File: src/scbb_pkg.sv
package scbb_pkg;

    localparam int unsigned ENTRIES_DEF  = 16;
    localparam int unsigned KEY_BITS_DEF = 64;
    localparam int unsigned KEY_W        = 64;
    localparam int unsigned BYTES_W      = 24;
    localparam int unsigned POS_W        = 4;
    localparam int unsigned KIND_W       = 2;

    localparam logic [BYTES_W-1:0] CAP_RESET = 24'd1049000;

    typedef enum logic [KIND_W-1:0] {
        K_LOOKUP = 2'd0,
        K_EVICT  = 2'd1,
        K_INSERT = 2'd2,
        K_REJECT = 2'd3
    } t_kind;

    typedef enum logic [3:0] {
        S_IDLE,
        S_LOOKUP,
        S_EV_CHECK,
        S_VSCAN,
        S_EV_RD,
        S_EV_CAP,
        S_SHIFT,
        S_EMIT
    } t_state;

    typedef enum logic [1:0] {
        RD_SCAN,
        RD_VIC,
        RD_SHIFT
    } t_rd_sel;

    typedef enum logic [2:0] {
        RES_NONE,
        RES_HIT,
        RES_MISS,
        RES_REJ,
        RES_EVICT,
        RES_INSERT
    } t_res_op;

    typedef struct packed {
        logic    req_load;
        logic    idx_clr;
        logic    scan_step;
        logic    vscan_step;
        logic    shift_step;
        logic    count_dec;
        logic    out_load;
        t_rd_sel rd_sel;
        t_res_op res_op;
    } t_cmd;

    typedef struct packed {
        logic req_mode;
        logic too_big;
        logic hit;
        logic miss;
        logic need_evict;
        logic vic_found;
        logic shift_more;
        logic out_free;
    } t_sts;

endpackage

File: src/scbb_if.sv
interface scbb_req_if;
    logic                         valid;
    logic                         ready;
    logic                         mode;
    logic [scbb_pkg::KEY_W-1:0]   key;
    logic [scbb_pkg::BYTES_W-1:0] object_bytes;

    modport source (output valid, output mode, output key, output object_bytes, input ready);
    modport sink   (input valid, input mode, input key, input object_bytes, output ready);
endinterface

interface scbb_res_if;
    logic                         valid;
    logic                         ready;
    logic [scbb_pkg::KIND_W-1:0]  kind;
    logic                         hit;
    logic [scbb_pkg::POS_W-1:0]   position;
    logic [scbb_pkg::KEY_W-1:0]   entry_key;
    logic [scbb_pkg::BYTES_W-1:0] entry_bytes;
    logic                         last;

    modport source (output valid, output kind, output hit, output position,
                    output entry_key, output entry_bytes, output last, input ready);
    modport sink   (input valid, input kind, input hit, input position,
                    input entry_key, input entry_bytes, input last, output ready);
endinterface

interface scbb_cfg_if;
    logic                         valid;
    logic                         ready;
    logic [scbb_pkg::BYTES_W-1:0] data;

    modport source (output valid, output data, input ready);
    modport sink   (input valid, input data, output ready);
endinterface

File: src/scbb_dp.sv
module scbb_dp #(
    parameter int unsigned ENTRIES  = scbb_pkg::ENTRIES_DEF,
    parameter int unsigned KEY_BITS = scbb_pkg::KEY_BITS_DEF
) (
    input  logic                         i_clk,
    input  logic                         i_rst_n,
    input  scbb_pkg::t_cmd               i_cmd,
    output scbb_pkg::t_sts               o_sts,
    input  logic                         i_req_mode,
    input  logic [scbb_pkg::KEY_W-1:0]   i_req_key,
    input  logic [scbb_pkg::BYTES_W-1:0] i_req_bytes,
    input  logic                         i_cfg_valid,
    input  logic [scbb_pkg::BYTES_W-1:0] i_cfg_data,
    input  logic                         i_res_ready,
    output logic                         o_res_valid,
    output logic [scbb_pkg::KIND_W-1:0]  o_res_kind,
    output logic                         o_res_hit,
    output logic [scbb_pkg::POS_W-1:0]   o_res_position,
    output logic [scbb_pkg::KEY_W-1:0]   o_res_entry_key,
    output logic [scbb_pkg::BYTES_W-1:0] o_res_entry_bytes,
    output logic                         o_res_last
);
    import scbb_pkg::*;

    localparam int unsigned IDX_W  = (ENTRIES > 1) ? $clog2(ENTRIES) : 1;
    localparam int unsigned CNT_W  = $clog2(ENTRIES + 1);
    localparam int unsigned SCAN_W = CNT_W + 1;
    localparam int unsigned WORD_W = KEY_BITS + BYTES_W;

    logic [WORD_W-1:0]   r_mem [ENTRIES];
    logic [WORD_W-1:0]   r_rdata;
    logic [IDX_W-1:0]    rd_addr;

    logic [BYTES_W-1:0]  r_cap;
    logic [CNT_W-1:0]    r_count;
    logic [BYTES_W-1:0]  r_total;
    logic [ENTRIES-1:0]  r_ref;
    logic [ENTRIES-1:0]  ref_up;

    logic                r_req_mode;
    logic [KEY_BITS-1:0] r_req_key;
    logic [BYTES_W-1:0]  r_req_bytes;

    logic [SCAN_W-1:0]   r_idx;
    logic [SCAN_W-1:0]   idx_p1;
    logic [SCAN_W-1:0]   count_x;
    logic [IDX_W-1:0]    idx_lo;
    logic [IDX_W-1:0]    cnt_lo;
    logic                r_cv;
    logic [IDX_W-1:0]    r_cidx;
    logic [IDX_W-1:0]    r_vic;
    logic                r_wp;
    logic [IDX_W-1:0]    r_widx;

    logic [KEY_BITS-1:0] rd_key;
    logic [BYTES_W-1:0]  rd_bytes;
    logic                all_set;
    logic                vic_found;
    logic                shift_more;
    logic [BYTES_W:0]    sum_need;

    t_kind               r_res_kind;
    logic                r_res_hit;
    logic [POS_W-1:0]    r_res_pos;
    logic [KEY_W-1:0]    r_res_key;
    logic [BYTES_W-1:0]  r_res_bytes;
    logic                r_res_last;

    logic                r_ovalid;
    t_kind               r_o_kind;
    logic                r_o_hit;
    logic [POS_W-1:0]    r_o_pos;
    logic [KEY_W-1:0]    r_o_key;
    logic [BYTES_W-1:0]  r_o_bytes;
    logic                r_o_last;

    assign idx_p1     = r_idx + SCAN_W'(1);
    assign count_x    = SCAN_W'(r_count);
    assign idx_lo     = r_idx[IDX_W-1:0];
    assign cnt_lo     = IDX_W'(r_count);
    assign rd_key     = r_rdata[WORD_W-1:BYTES_W];
    assign rd_bytes   = r_rdata[BYTES_W-1:0];
    assign ref_up     = {1'b0, r_ref[ENTRIES-1:1]};
    assign all_set    = (r_idx == count_x);
    assign vic_found  = all_set || !r_ref[idx_lo];
    assign shift_more = (idx_p1 < count_x);
    assign sum_need   = {1'b0, r_total} + {1'b0, r_req_bytes};

    always_comb begin
        unique case (i_cmd.rd_sel)
            RD_SCAN:  rd_addr = idx_lo;
            RD_VIC:   rd_addr = r_vic;
            RD_SHIFT: rd_addr = idx_p1[IDX_W-1:0];
            default:  rd_addr = idx_lo;
        endcase
    end

    always_comb begin
        o_sts.req_mode   = r_req_mode;
        o_sts.too_big    = (r_req_bytes > r_cap);
        o_sts.hit        = r_cv && (rd_key == r_req_key);
        o_sts.miss       = !r_cv && (r_idx >= count_x);
        o_sts.need_evict = (r_count != '0) &&
                           ((sum_need > {1'b0, r_cap}) || (r_count == CNT_W'(ENTRIES)));
        o_sts.vic_found  = vic_found;
        o_sts.shift_more = shift_more;
        o_sts.out_free   = !r_ovalid || i_res_ready;
    end

    // entry store: one write port (append or compaction), one registered read
    always_ff @(posedge i_clk) begin
        if (i_cmd.res_op == RES_INSERT) begin
            r_mem[cnt_lo] <= {r_req_key, r_req_bytes};
        end else if (r_wp) begin
            r_mem[r_widx] <= r_rdata;
        end
        r_rdata <= r_mem[rd_addr];
    end

    always_ff @(posedge i_clk) begin
        if (!i_rst_n) begin
            r_cap    <= CAP_RESET;
            r_count  <= '0;
            r_total  <= '0;
            r_ref    <= '0;
            r_ovalid <= 1'b0;
            r_cv     <= 1'b0;
            r_wp     <= 1'b0;
        end else begin
            if (i_cfg_valid) begin
                r_cap <= i_cfg_data;
            end
            if (i_cmd.out_load) begin
                r_ovalid <= 1'b1;
            end else if (i_res_ready) begin
                r_ovalid <= 1'b0;
            end
            if (i_cmd.idx_clr) begin
                r_cv <= 1'b0;
            end else if (i_cmd.scan_step) begin
                r_cv <= (r_idx < count_x);
            end
            if (i_cmd.idx_clr) begin
                r_wp <= 1'b0;
            end else if (i_cmd.shift_step) begin
                r_wp <= shift_more;
            end
            if (i_cmd.count_dec) begin
                r_count <= r_count - CNT_W'(1);
            end
            if (i_cmd.vscan_step && !vic_found) begin
                r_ref[idx_lo] <= 1'b0;
            end
            unique case (i_cmd.res_op)
                RES_HIT: begin
                    r_ref[r_cidx] <= 1'b1;
                end
                RES_EVICT: begin
                    r_total <= (rd_bytes > r_total) ? '0 : r_total - rd_bytes;
                    for (int i = 0; i < ENTRIES; i++) begin
                        if (IDX_W'(i) >= r_vic) begin
                            r_ref[i] <= ref_up[i];
                        end
                    end
                end
                RES_INSERT: begin
                    r_ref[cnt_lo] <= 1'b1;
                    r_count       <= r_count + CNT_W'(1);
                    r_total       <= r_total + r_req_bytes;
                end
                default: begin
                end
            endcase
        end
    end

    always_ff @(posedge i_clk) begin
        if (i_cmd.req_load) begin
            r_req_mode  <= i_req_mode;
            r_req_key   <= i_req_key[KEY_BITS-1:0];
            r_req_bytes <= i_req_bytes;
        end
        if (i_cmd.idx_clr) begin
            r_idx <= '0;
        end else if (i_cmd.scan_step) begin
            r_idx <= idx_p1;
        end else if (i_cmd.vscan_step && !vic_found) begin
            r_idx <= idx_p1;
        end else if (i_cmd.shift_step && shift_more) begin
            r_idx <= idx_p1;
        end else if (i_cmd.res_op == RES_EVICT) begin
            r_idx <= SCAN_W'(r_vic);
        end
        if (i_cmd.scan_step) begin
            r_cidx <= idx_lo;
        end
        if (i_cmd.vscan_step && vic_found) begin
            r_vic <= all_set ? '0 : idx_lo;
        end
        if (i_cmd.shift_step && shift_more) begin
            r_widx <= idx_lo;
        end
        unique case (i_cmd.res_op)
            RES_HIT: begin
                r_res_kind  <= K_LOOKUP;
                r_res_hit   <= 1'b1;
                r_res_pos   <= POS_W'(r_cidx);
                r_res_key   <= KEY_W'(rd_key);
                r_res_bytes <= rd_bytes;
                r_res_last  <= 1'b1;
            end
            RES_MISS: begin
                r_res_kind  <= K_LOOKUP;
                r_res_hit   <= 1'b0;
                r_res_pos   <= '0;
                r_res_key   <= '0;
                r_res_bytes <= '0;
                r_res_last  <= 1'b1;
            end
            RES_REJ: begin
                r_res_kind  <= K_REJECT;
                r_res_hit   <= 1'b0;
                r_res_pos   <= '0;
                r_res_key   <= KEY_W'(r_req_key);
                r_res_bytes <= r_req_bytes;
                r_res_last  <= 1'b1;
            end
            RES_EVICT: begin
                r_res_kind  <= K_EVICT;
                r_res_hit   <= 1'b0;
                r_res_pos   <= POS_W'(r_vic);
                r_res_key   <= KEY_W'(rd_key);
                r_res_bytes <= rd_bytes;
                r_res_last  <= 1'b0;
            end
            RES_INSERT: begin
                r_res_kind  <= K_INSERT;
                r_res_hit   <= 1'b0;
                r_res_pos   <= POS_W'(r_count);
                r_res_key   <= KEY_W'(r_req_key);
                r_res_bytes <= r_req_bytes;
                r_res_last  <= 1'b1;
            end
            default: begin
            end
        endcase
        if (i_cmd.out_load) begin
            r_o_kind  <= r_res_kind;
            r_o_hit   <= r_res_hit;
            r_o_pos   <= r_res_pos;
            r_o_key   <= r_res_key;
            r_o_bytes <= r_res_bytes;
            r_o_last  <= r_res_last;
        end
    end

    assign o_res_valid       = r_ovalid;
    assign o_res_kind        = r_o_kind;
    assign o_res_hit         = r_o_hit;
    assign o_res_position    = r_o_pos;
    assign o_res_entry_key   = r_o_key;
    assign o_res_entry_bytes = r_o_bytes;
    assign o_res_last        = r_o_last;

endmodule

File: src/scbb_ctrl.sv
module scbb_ctrl (
    input  logic           i_clk,
    input  logic           i_rst_n,
    input  logic           i_in_valid,
    output logic           o_in_ready,
    input  scbb_pkg::t_sts i_sts,
    output scbb_pkg::t_cmd o_cmd
);
    import scbb_pkg::*;

    t_state r_state;
    t_state n_state;
    t_state r_after;
    t_state n_after;

    always_ff @(posedge i_clk) begin
        if (!i_rst_n) begin
            r_state <= S_IDLE;
            r_after <= S_IDLE;
        end else begin
            r_state <= n_state;
            r_after <= n_after;
        end
    end

    always_comb begin
        n_state = r_state;
        n_after = r_after;
        unique case (r_state)
            S_IDLE: begin
                if (i_in_valid) begin
                    n_state = S_LOOKUP;
                end
            end
            S_LOOKUP: begin
                if (!i_sts.req_mode) begin
                    if (i_sts.hit || i_sts.miss) begin
                        n_state = S_EMIT;
                        n_after = S_IDLE;
                    end
                end else begin
                    n_state = S_EV_CHECK;
                end
            end
            S_EV_CHECK: begin
                if (i_sts.too_big || !i_sts.need_evict) begin
                    n_state = S_EMIT;
                    n_after = S_IDLE;
                end else begin
                    n_state = S_VSCAN;
                end
            end
            S_VSCAN: begin
                if (i_sts.vic_found) begin
                    n_state = S_EV_RD;
                end
            end
            S_EV_RD: n_state = S_EV_CAP;
            S_EV_CAP: begin
                n_state = S_EMIT;
                n_after = S_SHIFT;
            end
            S_SHIFT: begin
                if (!i_sts.shift_more) begin
                    n_state = S_EV_CHECK;
                end
            end
            S_EMIT: begin
                if (i_sts.out_free) begin
                    n_state = r_after;
                end
            end
            default: n_state = S_IDLE;
        endcase
    end

    always_comb begin
        o_cmd        = '0;
        o_cmd.rd_sel = RD_SCAN;
        o_cmd.res_op = RES_NONE;
        o_in_ready   = 1'b0;
        unique case (r_state)
            S_IDLE: begin
                o_in_ready    = 1'b1;
                o_cmd.req_load = i_in_valid;
                o_cmd.idx_clr  = i_in_valid;
            end
            S_LOOKUP: begin
                // an insert passes straight on to the budget check
                if (!i_sts.req_mode) begin
                    o_cmd.scan_step = 1'b1;
                    if (i_sts.hit) begin
                        o_cmd.res_op = RES_HIT;
                    end else if (i_sts.miss) begin
                        o_cmd.res_op = RES_MISS;
                    end
                end
            end
            S_EV_CHECK: begin
                priority if (i_sts.too_big) begin
                    o_cmd.res_op = RES_REJ;
                end else if (i_sts.need_evict) begin
                    o_cmd.idx_clr = 1'b1;
                end else begin
                    o_cmd.res_op = RES_INSERT;
                end
            end
            S_VSCAN: o_cmd.vscan_step = 1'b1;
            S_EV_RD: o_cmd.rd_sel = RD_VIC;
            S_EV_CAP: o_cmd.res_op = RES_EVICT;
            S_SHIFT: begin
                o_cmd.rd_sel     = RD_SHIFT;
                o_cmd.shift_step = 1'b1;
                o_cmd.count_dec  = !i_sts.shift_more;
            end
            S_EMIT: o_cmd.out_load = i_sts.out_free;
            default: begin
            end
        endcase
    end

endmodule

File: src/second_chance_byte_budget_cache_top.sv
// Second-chance object cache with a byte budget.
//
// Channels: i_req carries one transaction per request (mode 0 lookup, mode 1 insert,
// key, object_bytes). o_res returns one or more result transactions per request; the
// final one has last set. i_cfg writes capacity_bytes and is always ready; write it only
// while no request is in flight.
// Flow: a lookup scans the entries in age order until it hits or passes the last one.
// An insert with no eviction passes a budget check; each eviction adds a budget check,
// the victim scan (one reference bit per cycle), a read of the victim, a load of the
// eviction result and a compaction that copies one entry per cycle down the age order.
// Throughput: one request at a time; the next is taken once the last result is loaded
// into the output register.
// Reset clears the entry count, byte total and reference bits and restores the budget
// to 1049000; stored keys and sizes are left as they are.
// A stalled receiver holds the output register; the sequencer waits before loading the
// next result, so no result is dropped.
module second_chance_byte_budget_cache_top #(
    parameter int unsigned ENTRIES  = scbb_pkg::ENTRIES_DEF,
    parameter int unsigned KEY_BITS = scbb_pkg::KEY_BITS_DEF
) (
    input  logic              i_clk,
    input  logic              i_rst_n,
    scbb_req_if.sink          i_req,
    scbb_res_if.source        o_res,
    scbb_cfg_if.sink          i_cfg
);
    import scbb_pkg::*;

    t_cmd w_cmd;
    t_sts w_sts;
    logic w_in_ready;

    // sequencer: walks lookup scan, victim search, eviction and append
    scbb_ctrl u_ctrl (
        .i_clk      (i_clk),
        .i_rst_n    (i_rst_n),
        .i_in_valid (i_req.valid),
        .o_in_ready (w_in_ready),
        .i_sts      (w_sts),
        .o_cmd      (w_cmd)
    );

    // entry store, reference bits, byte total and output register
    scbb_dp #(
        .ENTRIES  (ENTRIES),
        .KEY_BITS (KEY_BITS)
    ) u_dp (
        .i_clk             (i_clk),
        .i_rst_n           (i_rst_n),
        .i_cmd             (w_cmd),
        .o_sts             (w_sts),
        .i_req_mode        (i_req.mode),
        .i_req_key         (i_req.key),
        .i_req_bytes       (i_req.object_bytes),
        .i_cfg_valid       (i_cfg.valid),
        .i_cfg_data        (i_cfg.data),
        .i_res_ready       (o_res.ready),
        .o_res_valid       (o_res.valid),
        .o_res_kind        (o_res.kind),
        .o_res_hit         (o_res.hit),
        .o_res_position    (o_res.position),
        .o_res_entry_key   (o_res.entry_key),
        .o_res_entry_bytes (o_res.entry_bytes),
        .o_res_last        (o_res.last)
    );

    assign i_req.ready = w_in_ready;
    // budget register takes every write
    assign i_cfg.ready = 1'b1;

endmodule

File: src/flat_wrapper.sv
// flat-port wrapper written by rule: the top's interface ports become plain ports
module second_chance_byte_budget_cache_top_flat import scbb_pkg::*;
#(
    parameter int unsigned ENTRIES  = scbb_pkg::ENTRIES_DEF,
    parameter int unsigned KEY_BITS = scbb_pkg::KEY_BITS_DEF
)
  (i_clk, i_rst_n, i_req_valid, i_req_mode, i_req_key, i_req_object_bytes, i_req_ready, o_res_valid, o_res_kind, o_res_hit, o_res_position, o_res_entry_key, o_res_entry_bytes, o_res_last, o_res_ready, i_cfg_valid, i_cfg_data, i_cfg_ready);
  scbb_req_if i_req_i ();
  scbb_res_if o_res_i ();
  scbb_cfg_if i_cfg_i ();
  input  logic i_clk;
  input  logic i_rst_n;
  input wire logic [$bits(i_req_i.valid)-1:0] i_req_valid;
  input wire logic [$bits(i_req_i.mode)-1:0] i_req_mode;
  input wire logic [$bits(i_req_i.key)-1:0] i_req_key;
  input wire logic [$bits(i_req_i.object_bytes)-1:0] i_req_object_bytes;
  output wire logic [$bits(i_req_i.ready)-1:0] i_req_ready;
  output wire logic [$bits(o_res_i.valid)-1:0] o_res_valid;
  output wire logic [$bits(o_res_i.kind)-1:0] o_res_kind;
  output wire logic [$bits(o_res_i.hit)-1:0] o_res_hit;
  output wire logic [$bits(o_res_i.position)-1:0] o_res_position;
  output wire logic [$bits(o_res_i.entry_key)-1:0] o_res_entry_key;
  output wire logic [$bits(o_res_i.entry_bytes)-1:0] o_res_entry_bytes;
  output wire logic [$bits(o_res_i.last)-1:0] o_res_last;
  input wire logic [$bits(o_res_i.ready)-1:0] o_res_ready;
  input wire logic [$bits(i_cfg_i.valid)-1:0] i_cfg_valid;
  input wire logic [$bits(i_cfg_i.data)-1:0] i_cfg_data;
  output wire logic [$bits(i_cfg_i.ready)-1:0] i_cfg_ready;
  assign i_req_i.valid = i_req_valid;
  assign i_req_i.mode = i_req_mode;
  assign i_req_i.key = i_req_key;
  assign i_req_i.object_bytes = i_req_object_bytes;
  assign i_req_ready = i_req_i.ready;
  assign o_res_valid = o_res_i.valid;
  assign o_res_kind = o_res_i.kind;
  assign o_res_hit = o_res_i.hit;
  assign o_res_position = o_res_i.position;
  assign o_res_entry_key = o_res_i.entry_key;
  assign o_res_entry_bytes = o_res_i.entry_bytes;
  assign o_res_last = o_res_i.last;
  assign o_res_i.ready = o_res_ready;
  assign i_cfg_i.valid = i_cfg_valid;
  assign i_cfg_i.data = i_cfg_data;
  assign i_cfg_ready = i_cfg_i.ready;
  second_chance_byte_budget_cache_top #(.ENTRIES(ENTRIES), .KEY_BITS(KEY_BITS)) u_core (.i_clk(i_clk), .i_rst_n(i_rst_n), .i_req(i_req_i), .o_res(o_res_i), .i_cfg(i_cfg_i));
endmodule
File: config.mk
export PLATFORM = sky130hd
export DESIGN_NAME = second_chance_byte_budget_cache_top_flat
export DESIGN_NICKNAME = d
export VERILOG_FILES = /design/src/scbb_pkg.sv /design/src/scbb_if.sv /design/src/scbb_dp.sv /design/src/scbb_ctrl.sv /design/src/second_chance_byte_budget_cache_top.sv /design/src/flat_wrapper.sv
export SDC_FILE = /design/constraint.sdc
export NUM_CORES = 2
export LEC_CHECK = 0
export BUFFER_PORTS_ARGS = -buffer_cell sky130_fd_sc_hd__buf_2
export CAP_MARGIN = 20
export CORE_MARGIN = 10
export CORE_UTILIZATION = 30
export DETAILED_ROUTE_END_ITERATION = 10
export GPL_ROUTABILITY_DRIVEN = 0
export PLACE_DENSITY = 0.54
export SKIP_CTS_REPAIR_TIMING = 1
export SYNTH_ARGS = -nofsm -noshare
export SYNTH_HDL_FRONTEND = slang
export SYNTH_SLANG_ARGS = --single-unit
File: constraint.sdc
create_clock -name i_clk -period 22.8 [get_ports i_clk]
set_clock_uncertainty 0.1 [all_clocks]
set_input_delay 2.28 -clock i_clk [delete_from_list [all_inputs] [get_ports i_clk]]
set_output_delay 2.28 -clock i_clk [all_outputs]
set_load 0.02 [all_outputs]
## After elaboration in Yosys (flattened, before gate mapping)

Memories as Yosys holds them, arrays and structs flattened. A register that Yosys moved wholly into a read port is not among the register bits.
Cells that the tools add are included.
W data, S select, Z words.

- Add/sub/neg operators: 6
- $lt $le $gt $ge: 28
- Equality and inequality tests: 25
- Multiplexer cells: 81
- Bitwise operators: 5
- Reductions and logical operators: 42

Operators with widths:

| operator | count |
|---|---|
| $pmux W64 S3 | 1 |
| $mux W88 | 1 |
| $reduce_or A88 Y1 | 1 |
| $pmux W24 S3 | 1 |
| $eq A64 B64 Y1 | 1 |
| $gt A24 B24 Y1 | 2 |
| $pmux W16 S3 | 1 |
| $pmux W24 S2 | 1 |
| $mux W4 | 10 |
| $mux W1 | 36 |
| $ge A4 B4 Y1 const A | 8 |
| $mux W16 | 2 |
| $or A16 B16 Y16 | 2 |
| $pmux W4 S8 | 1 |
| $add A24 B24 Y25 | 1 |
| $gt A25 B24 Y1 | 1 |
| $add A24 B24 Y24 | 1 |
| $mux W24 | 1 |
| $mux W6 | 4 |
| $sub A24 B24 Y24 | 1 |
| $and A16 B16 Y16 | 1 |
| $eq A4 B3 Y1 const B | 4 |
| $ge A3 B4 Y1 const A | 4 |
| $not A16 Y16 | 1 |
| other kinds (45) | 100 |

- Flip-flop bits (word level): 379
- RAM bits: 1,408
- Output and inout port bits: 99
- Memories: 1

Memory list:

| name | words | bits a word | rd ports | clocked after memory_dff | wr ports | RTL line | text |
|---|---|---|---|---|---|---|---|
| u_core.u_dp.r_mem | 16 | 88 | 1 | 1 | 1 | scbb_dp.sv:30 | `logic [WORD_W-1:0] r_mem [ENTRIES];` |

## Logic depth before layout (Yosys ltp)

- Depth after elaboration: 12
- Depth in mapped cells: 28

## By module

From an unflattened synthesis, not the netlist that was laid out.

- Cells, all modules: 4,230
- Area total of the unflattened synthesis: 75,087.0 um^2

By module, submodules not included:

| module | times used | cells an instance | area an instance (um^2) | seq. area each (um^2) |
|---|---|---|---|---|
| scbb_dp | 1 | 4,167 | 74,621.6 | 54,402.2 |
| scbb_ctrl | 1 | 61 | 454.2 | 80.1 |
| second_chance_byte_budget_cache_top | 1 | 2 | 11.3 | 0.0 |

## Least setup slack after synthesis

Ideal clock, no wire load.

- Kind: register to register
- From: reg u_core.u_dp.r_req_bytes[0]
- To: mem u_core.u_dp.r_mem[0][0] (netlist name), enable pin
- Arrival time: 8.084 ns
- Slack: 14.080 ns
- Stages on the path, launching flop included: 22
- Path buffers: 1
- Period minus slack after synthesis: 8.720 ns
- Path through: edfxtp_1 -> ha_1 -> fa_1 -> a211oi_1 -> o21a_1 -> nor4b_4 -> o21ai_1 -> a21oi_1 -> o31a_1 -> mux2i_1 -> or2_2 -> ha_1 -> nand3_1 -> nand2_1 -> nor3_1 -> nand4_1 -> a221oi_2 -> a21oi_2 -> o21ai_4 -> buf_2 -> mux2i_1 -> nor2_1

- Cells in the longest elaborated chain, start to end: 12
- Elaborated cells between the ends (all ways): 16

RTL lines:

| element | RTL line | text |
|---|---|---|
| start, declared | scbb_dp.sv:42 | `logic [BYTES_W-1:0] r_req_bytes;` |
| start signal, assigned | scbb_dp.sv:181 | `r_req_bytes <= i_req_bytes;` |
| $add A24 B24 Y25 | scbb_dp.sv:87 | `assign sum_need = {1'b0, r_total} + {1'b0, r_req_bytes};` |
| $gt A25 B24 Y1 | scbb_dp.sv:104 | `((sum_need > {1'b0, r_cap}) \|\| (r_count == CNT_W'(ENTRIES)));` |
| $logic_or A1 B1 Y1 | scbb_dp.sv:104 |  |
| $logic_and A1 B1 Y1 | scbb_dp.sv:103 | `o_sts.need_evict = (r_count != '0) &&` |
| $mux W3 | scbb_ctrl.sv:102 | `end else if (i_sts.need_evict) begin` |
| $mux W3 * | scbb_ctrl.sv:100 | `priority if (i_sts.too_big) begin` |
| $pmux W3 S3 * | scbb_ctrl.sv:82 | `unique case (r_state)` |
| $eq A3 B3 Y1 * | scbb_dp.sv:112 | `if (i_cmd.res_op == RES_INSERT) begin` |
| $mux W1 | scbb_dp.sv:112 |  |
| $mux W1 (implied by the code) | scbb_dp.sv:115 | `r_mem[r_widx] <= r_rdata;` |
| $reduce_or A88 Y1 (no source line) | n/a |  |
| $mux W4 (no source line) / $mux W1 (equally long branches) | n/a |  |
| end, declared | scbb_dp.sv:30 |  |

Every way passes the cells marked *; elsewhere a longest branch is shown, timed or not.

## Worst setup path in the final report

- From: reg u_core.u_dp.r_req_bytes[0]
- To: mem u_core.u_dp.r_mem[3][78] (netlist name), enable pin

Same word-level chain as after synthesis.

==> metrics.md <==
| Metric | Value |
|---|---|
| Status | finished clean |
| Syn_nets | 4447 |
| Die area | 271000 sq um |
| Sequential share of the synthesized area | 72.5% |
| Syn Inst Count | 4208 |
| R2R Setup Slk | 13370 ps |
| Clk Latency, worst-skew pair | 830 ps |
| Final HPWL DP | around 120000 um |
| Largest cells by area after synthesis | edfxtp_1 (68%), mux4_2 (11%), dfxtp_1 (4.5%), ha_1 (2.0%), nand2_1 (1.5%) |
| Final net count | around 4700 |
| Commonest cells after routing, fill and taps aside | edfxtp_1 (1701), mux4_2 (357), nand2_1 (303), buf_2 (215), clkbuf_16 (193) |
| Power density cells | 129 nW/um^2 |
| CTS tree | done |
| First-pass GRT wire length | 296000 um |
| Crit path max-delay cell type | buf_4 |
| Core Area | approximately 250000 sq um |
| Post-synth top area cell | edfxtp_1 |
| RSZ-0062 raised after global routing | no |
| Crit path kind | flop to flop |
| FFs w/ async S/R, synth | 0% |
| Maximum clock insertion buffer count | 3 |
| Worst VDD drop | 125 uV |
| Initial DRC count | 3928 |
| Mapped Area | 75200 sq um |
| Initial antenna violation count | 13 |
| Die Width | 521 um |
| Number of remaining DRC errors | 0 |
| Worst slew margin | about 21% |
| Prevailing post-synth register cell | edfxtp_1 |
| Crit start category | flop |
| Top-area cell type share of the netlist area | 68.0% |
| Die H | 521 um |
| Most common cell after layout, fill and taps aside | edfxtp_1 |
| Layout area overhead | 15.8% |
| Max-cap violations | 0 |
| DP Worst Slack | 13540 ps |
| Data required, critical path | 23140 ps |
| Max incr delay on CP | 870 ps |
| Final Util | 35.0% |
| Initial Utilization | 30.2% |
| DR WL/cell | 25.4 um |
| Final ANT Viol Nets | 0 |
| Fin crit share | roughly two fifths |
| Fmax | 106 MHz |
| Pleak | 0.0287 uW |
| Total CTS buffers | 193 |
| Slew Limit Fails | 0 |
| Vias per cell | 5.05 |
| CP Buf/Inv Count | 3 |
| Worst path arrival time | 9770 ps |
| Clock Sinks | 1871 |
| Final hold viol count | 0 |
| WL final | roughly 200000 um |
| Share of layout cells above drive strength 1 | 23.3% |
| Post-synthesis cell type count | 85 |
| Total GRT Usage | 14.5% |
| Number of synthesized flops with an enable pin | around 1700 |
| Crit-path cells | ha_1 > fa_1 > a211oi_1 > o21a_1 > nor4b_4 > o21ai_1 > a21oi_1 > o31a_1 > mux2i_1 > or2_2 > ha_1 > nand3_1 > nand2_1 > nor3_1 > nand4_1 > a221oi_2 > a21o_1 > nand2_1 > buf_4 > mux2i_1 > nor2_4 > buf_4 > buf_4 |
| Cell Count, Final, Fillers Out | about 8000 |
| Hold WC Path Type | flop to flop |
| H-Tree Depth | 4 |
| Most common cell on crit path | buf_4 |
| Ports | 217 |
| Via count | 40484 |
| Avg Cell Area, Syn | 17.9 sq um |
| Synth Warn # | 0 |
| Root Buffer | clkbuf_16 |
| Port bufs | 215 |
| Min Tclk post-route | 9430 ps |
| Max FO, Critical Path | 47 |
| Cell count after placement | ~7600 |
| Setup TNS | 0 ps |
| Number of placement rows | 183 |
| Fin worst setup slack | 13370 ps |
| Seq cells post-synth | 1871 |
| Critical path endpoint category | flop |
| Vias in the first global route | 41196 |
| DRT Pass-1 Iters | 6 |
| Pin count of the biggest net entering global routing | 128 |
| Clock transition at path regs | roughly 60 ps |
| Tightest Pin Transition | 1180 ps |
| Final setup fails | 0 |
| Top delay family on crit path | compound AO/OA/AOI/OAI gates |
| GRT overflow | 0 |
## logic make-up after synthesis
group / share of synthesized area (%)
AO/OA/AOI/OAI: 6.16
XOR/XNOR: 1.00
adder cells (fa/ha/maj): 2.04
buffers and inverters: 1.90
flip-flops: 72.5
multiplexers: 12.1
other: 0.00499
AND/OR/NAND/NOR: 4.33
## per-layer routing
layer | vias to the layer above | wire length [um] | track usage [%]
met5 | - | 12 | 0
met4 | 2 | 3970 | 3.07
met3 | 278 | 13200 | 2.80
met2 | 1314 | 92700 | 22.6
met1 | 21377 | 93500 | 21.2
li1 | 17513 | - | -
## registers in the layout (all words and copies together), names as in the netlist, 5 cells and up
| name | cells |
|---|---|
| u_core.u_dp.r_count | 5 |
| u_core.u_dp.r_rdata | 88 |
| u_core.u_dp.r_total | 24 |
| u_core.u_dp.o_res_entry_key | 64 |
| u_core.u_dp.r_req_key | 64 |
| u_core.u_dp.r_req_bytes | 24 |
| u_core.u_dp.r_ref | 16 |
| u_core.u_dp.r_mem | 1408 |
| u_core.u_dp.r_cap | 24 |
| u_core.u_dp.r_res_key | 64 |
| u_core.u_dp.o_res_entry_bytes | 24 |
| u_core.u_dp.r_res_bytes | 24 |
| u_core.u_dp.r_idx | 6 |
## report_power, final
| part | total [uW] | switching, uW | internal [uW] | leakage (uW) |
|---|---|---|---|---|
| combinational | 3460 | 2060 | 1400 | 0.00866 |
| sequential | 4570 | 269 | 4300 | 0.0168 |
| clock | 3240 | 1380 | 1870 | 0.00319 |
## metrics by stage
stage | total power (uW) | instance area [sq um] | hold slack, ps
after floorplan | 6970 | 75200 | 300
after global placement | 8120 | 80500 | 302
after detailed placement | 8130 | 80500 | 305
after CTS | 11400 | 87100 | 298
after global routing | 11800 | 87100 | 308
final | 11300 | 87100 | 296
## final timing paths
path,start,to,depth (start not counted)
min,u_core.u_dp.r_res_bytes[13]$_DFFE_PP_,u_core.u_dp.o_res_entry_bytes[13]$_DFFE_PP_,0
min reg2reg,u_core.u_dp.r_res_bytes[13]$_DFFE_PP_,u_core.u_dp.o_res_entry_bytes[13]$_DFFE_PP_,0
max reg2reg,u_core.u_dp.r_req_bytes[0]$_DFFE_PP_,u_core.u_dp.r_mem[3][78]$_DFFE_PP_,23
max,u_core.u_dp.r_req_bytes[0]$_DFFE_PP_,u_core.u_dp.r_mem[3][78]$_DFFE_PP_,23
## synthesized netlist by cell type (all sizes together), types with 6 or more instances
| cell type | instances |
|---|---|
| edfxtp | 1701 |
| mux4 | 357 |
| nand2 | 304 |
| dfxtp | 170 |
| clkbuf | 138 |
| ha | 118 |
| a31oi | 113 |
| inv | 112 |
| a21oi | 106 |
| a211oi | 105 |
| nor2 | 100 |
| and2 | 96 |
| a22o | 90 |
| o21ai | 85 |
| buf | 81 |
| xnor2 | 60 |
| mux2 | 56 |
| nand3 | 48 |
| mux2i | 40 |
| a21o | 28 |
| xor2 | 26 |
| nor3 | 23 |
| nor2b | 22 |
| o211ai | 21 |
| and3 | 17 |
| nand4 | 17 |
| nand2b | 14 |
| o21a | 14 |
| o22ai | 13 |
| nor4 | 12 |
| a221oi | 10 |
| a22oi | 9 |
| o2bb2ai | 7 |
| a21boi | 6 |
| a32oi | 6 |
| nor4b | 6 |
## cell type report
| cell class | count | area (sq um) |
|---|---|---|
| multi-input cells | 2005 | 19400 |
| flip-flops and latches | 1871 | 54500 |
| repair buffers | 325 | 1960 |
| clock buffers | 249 | 5200 |
| diodes | 1 | 2.50 |
| inverters | 113 | 424 |
| clock inverters | 117 | 1380 |
| well taps | 3330 | 4170 |
| fillers | 23388 | 162000 |
Note: power is estimated with default switching activity, not from simulation.
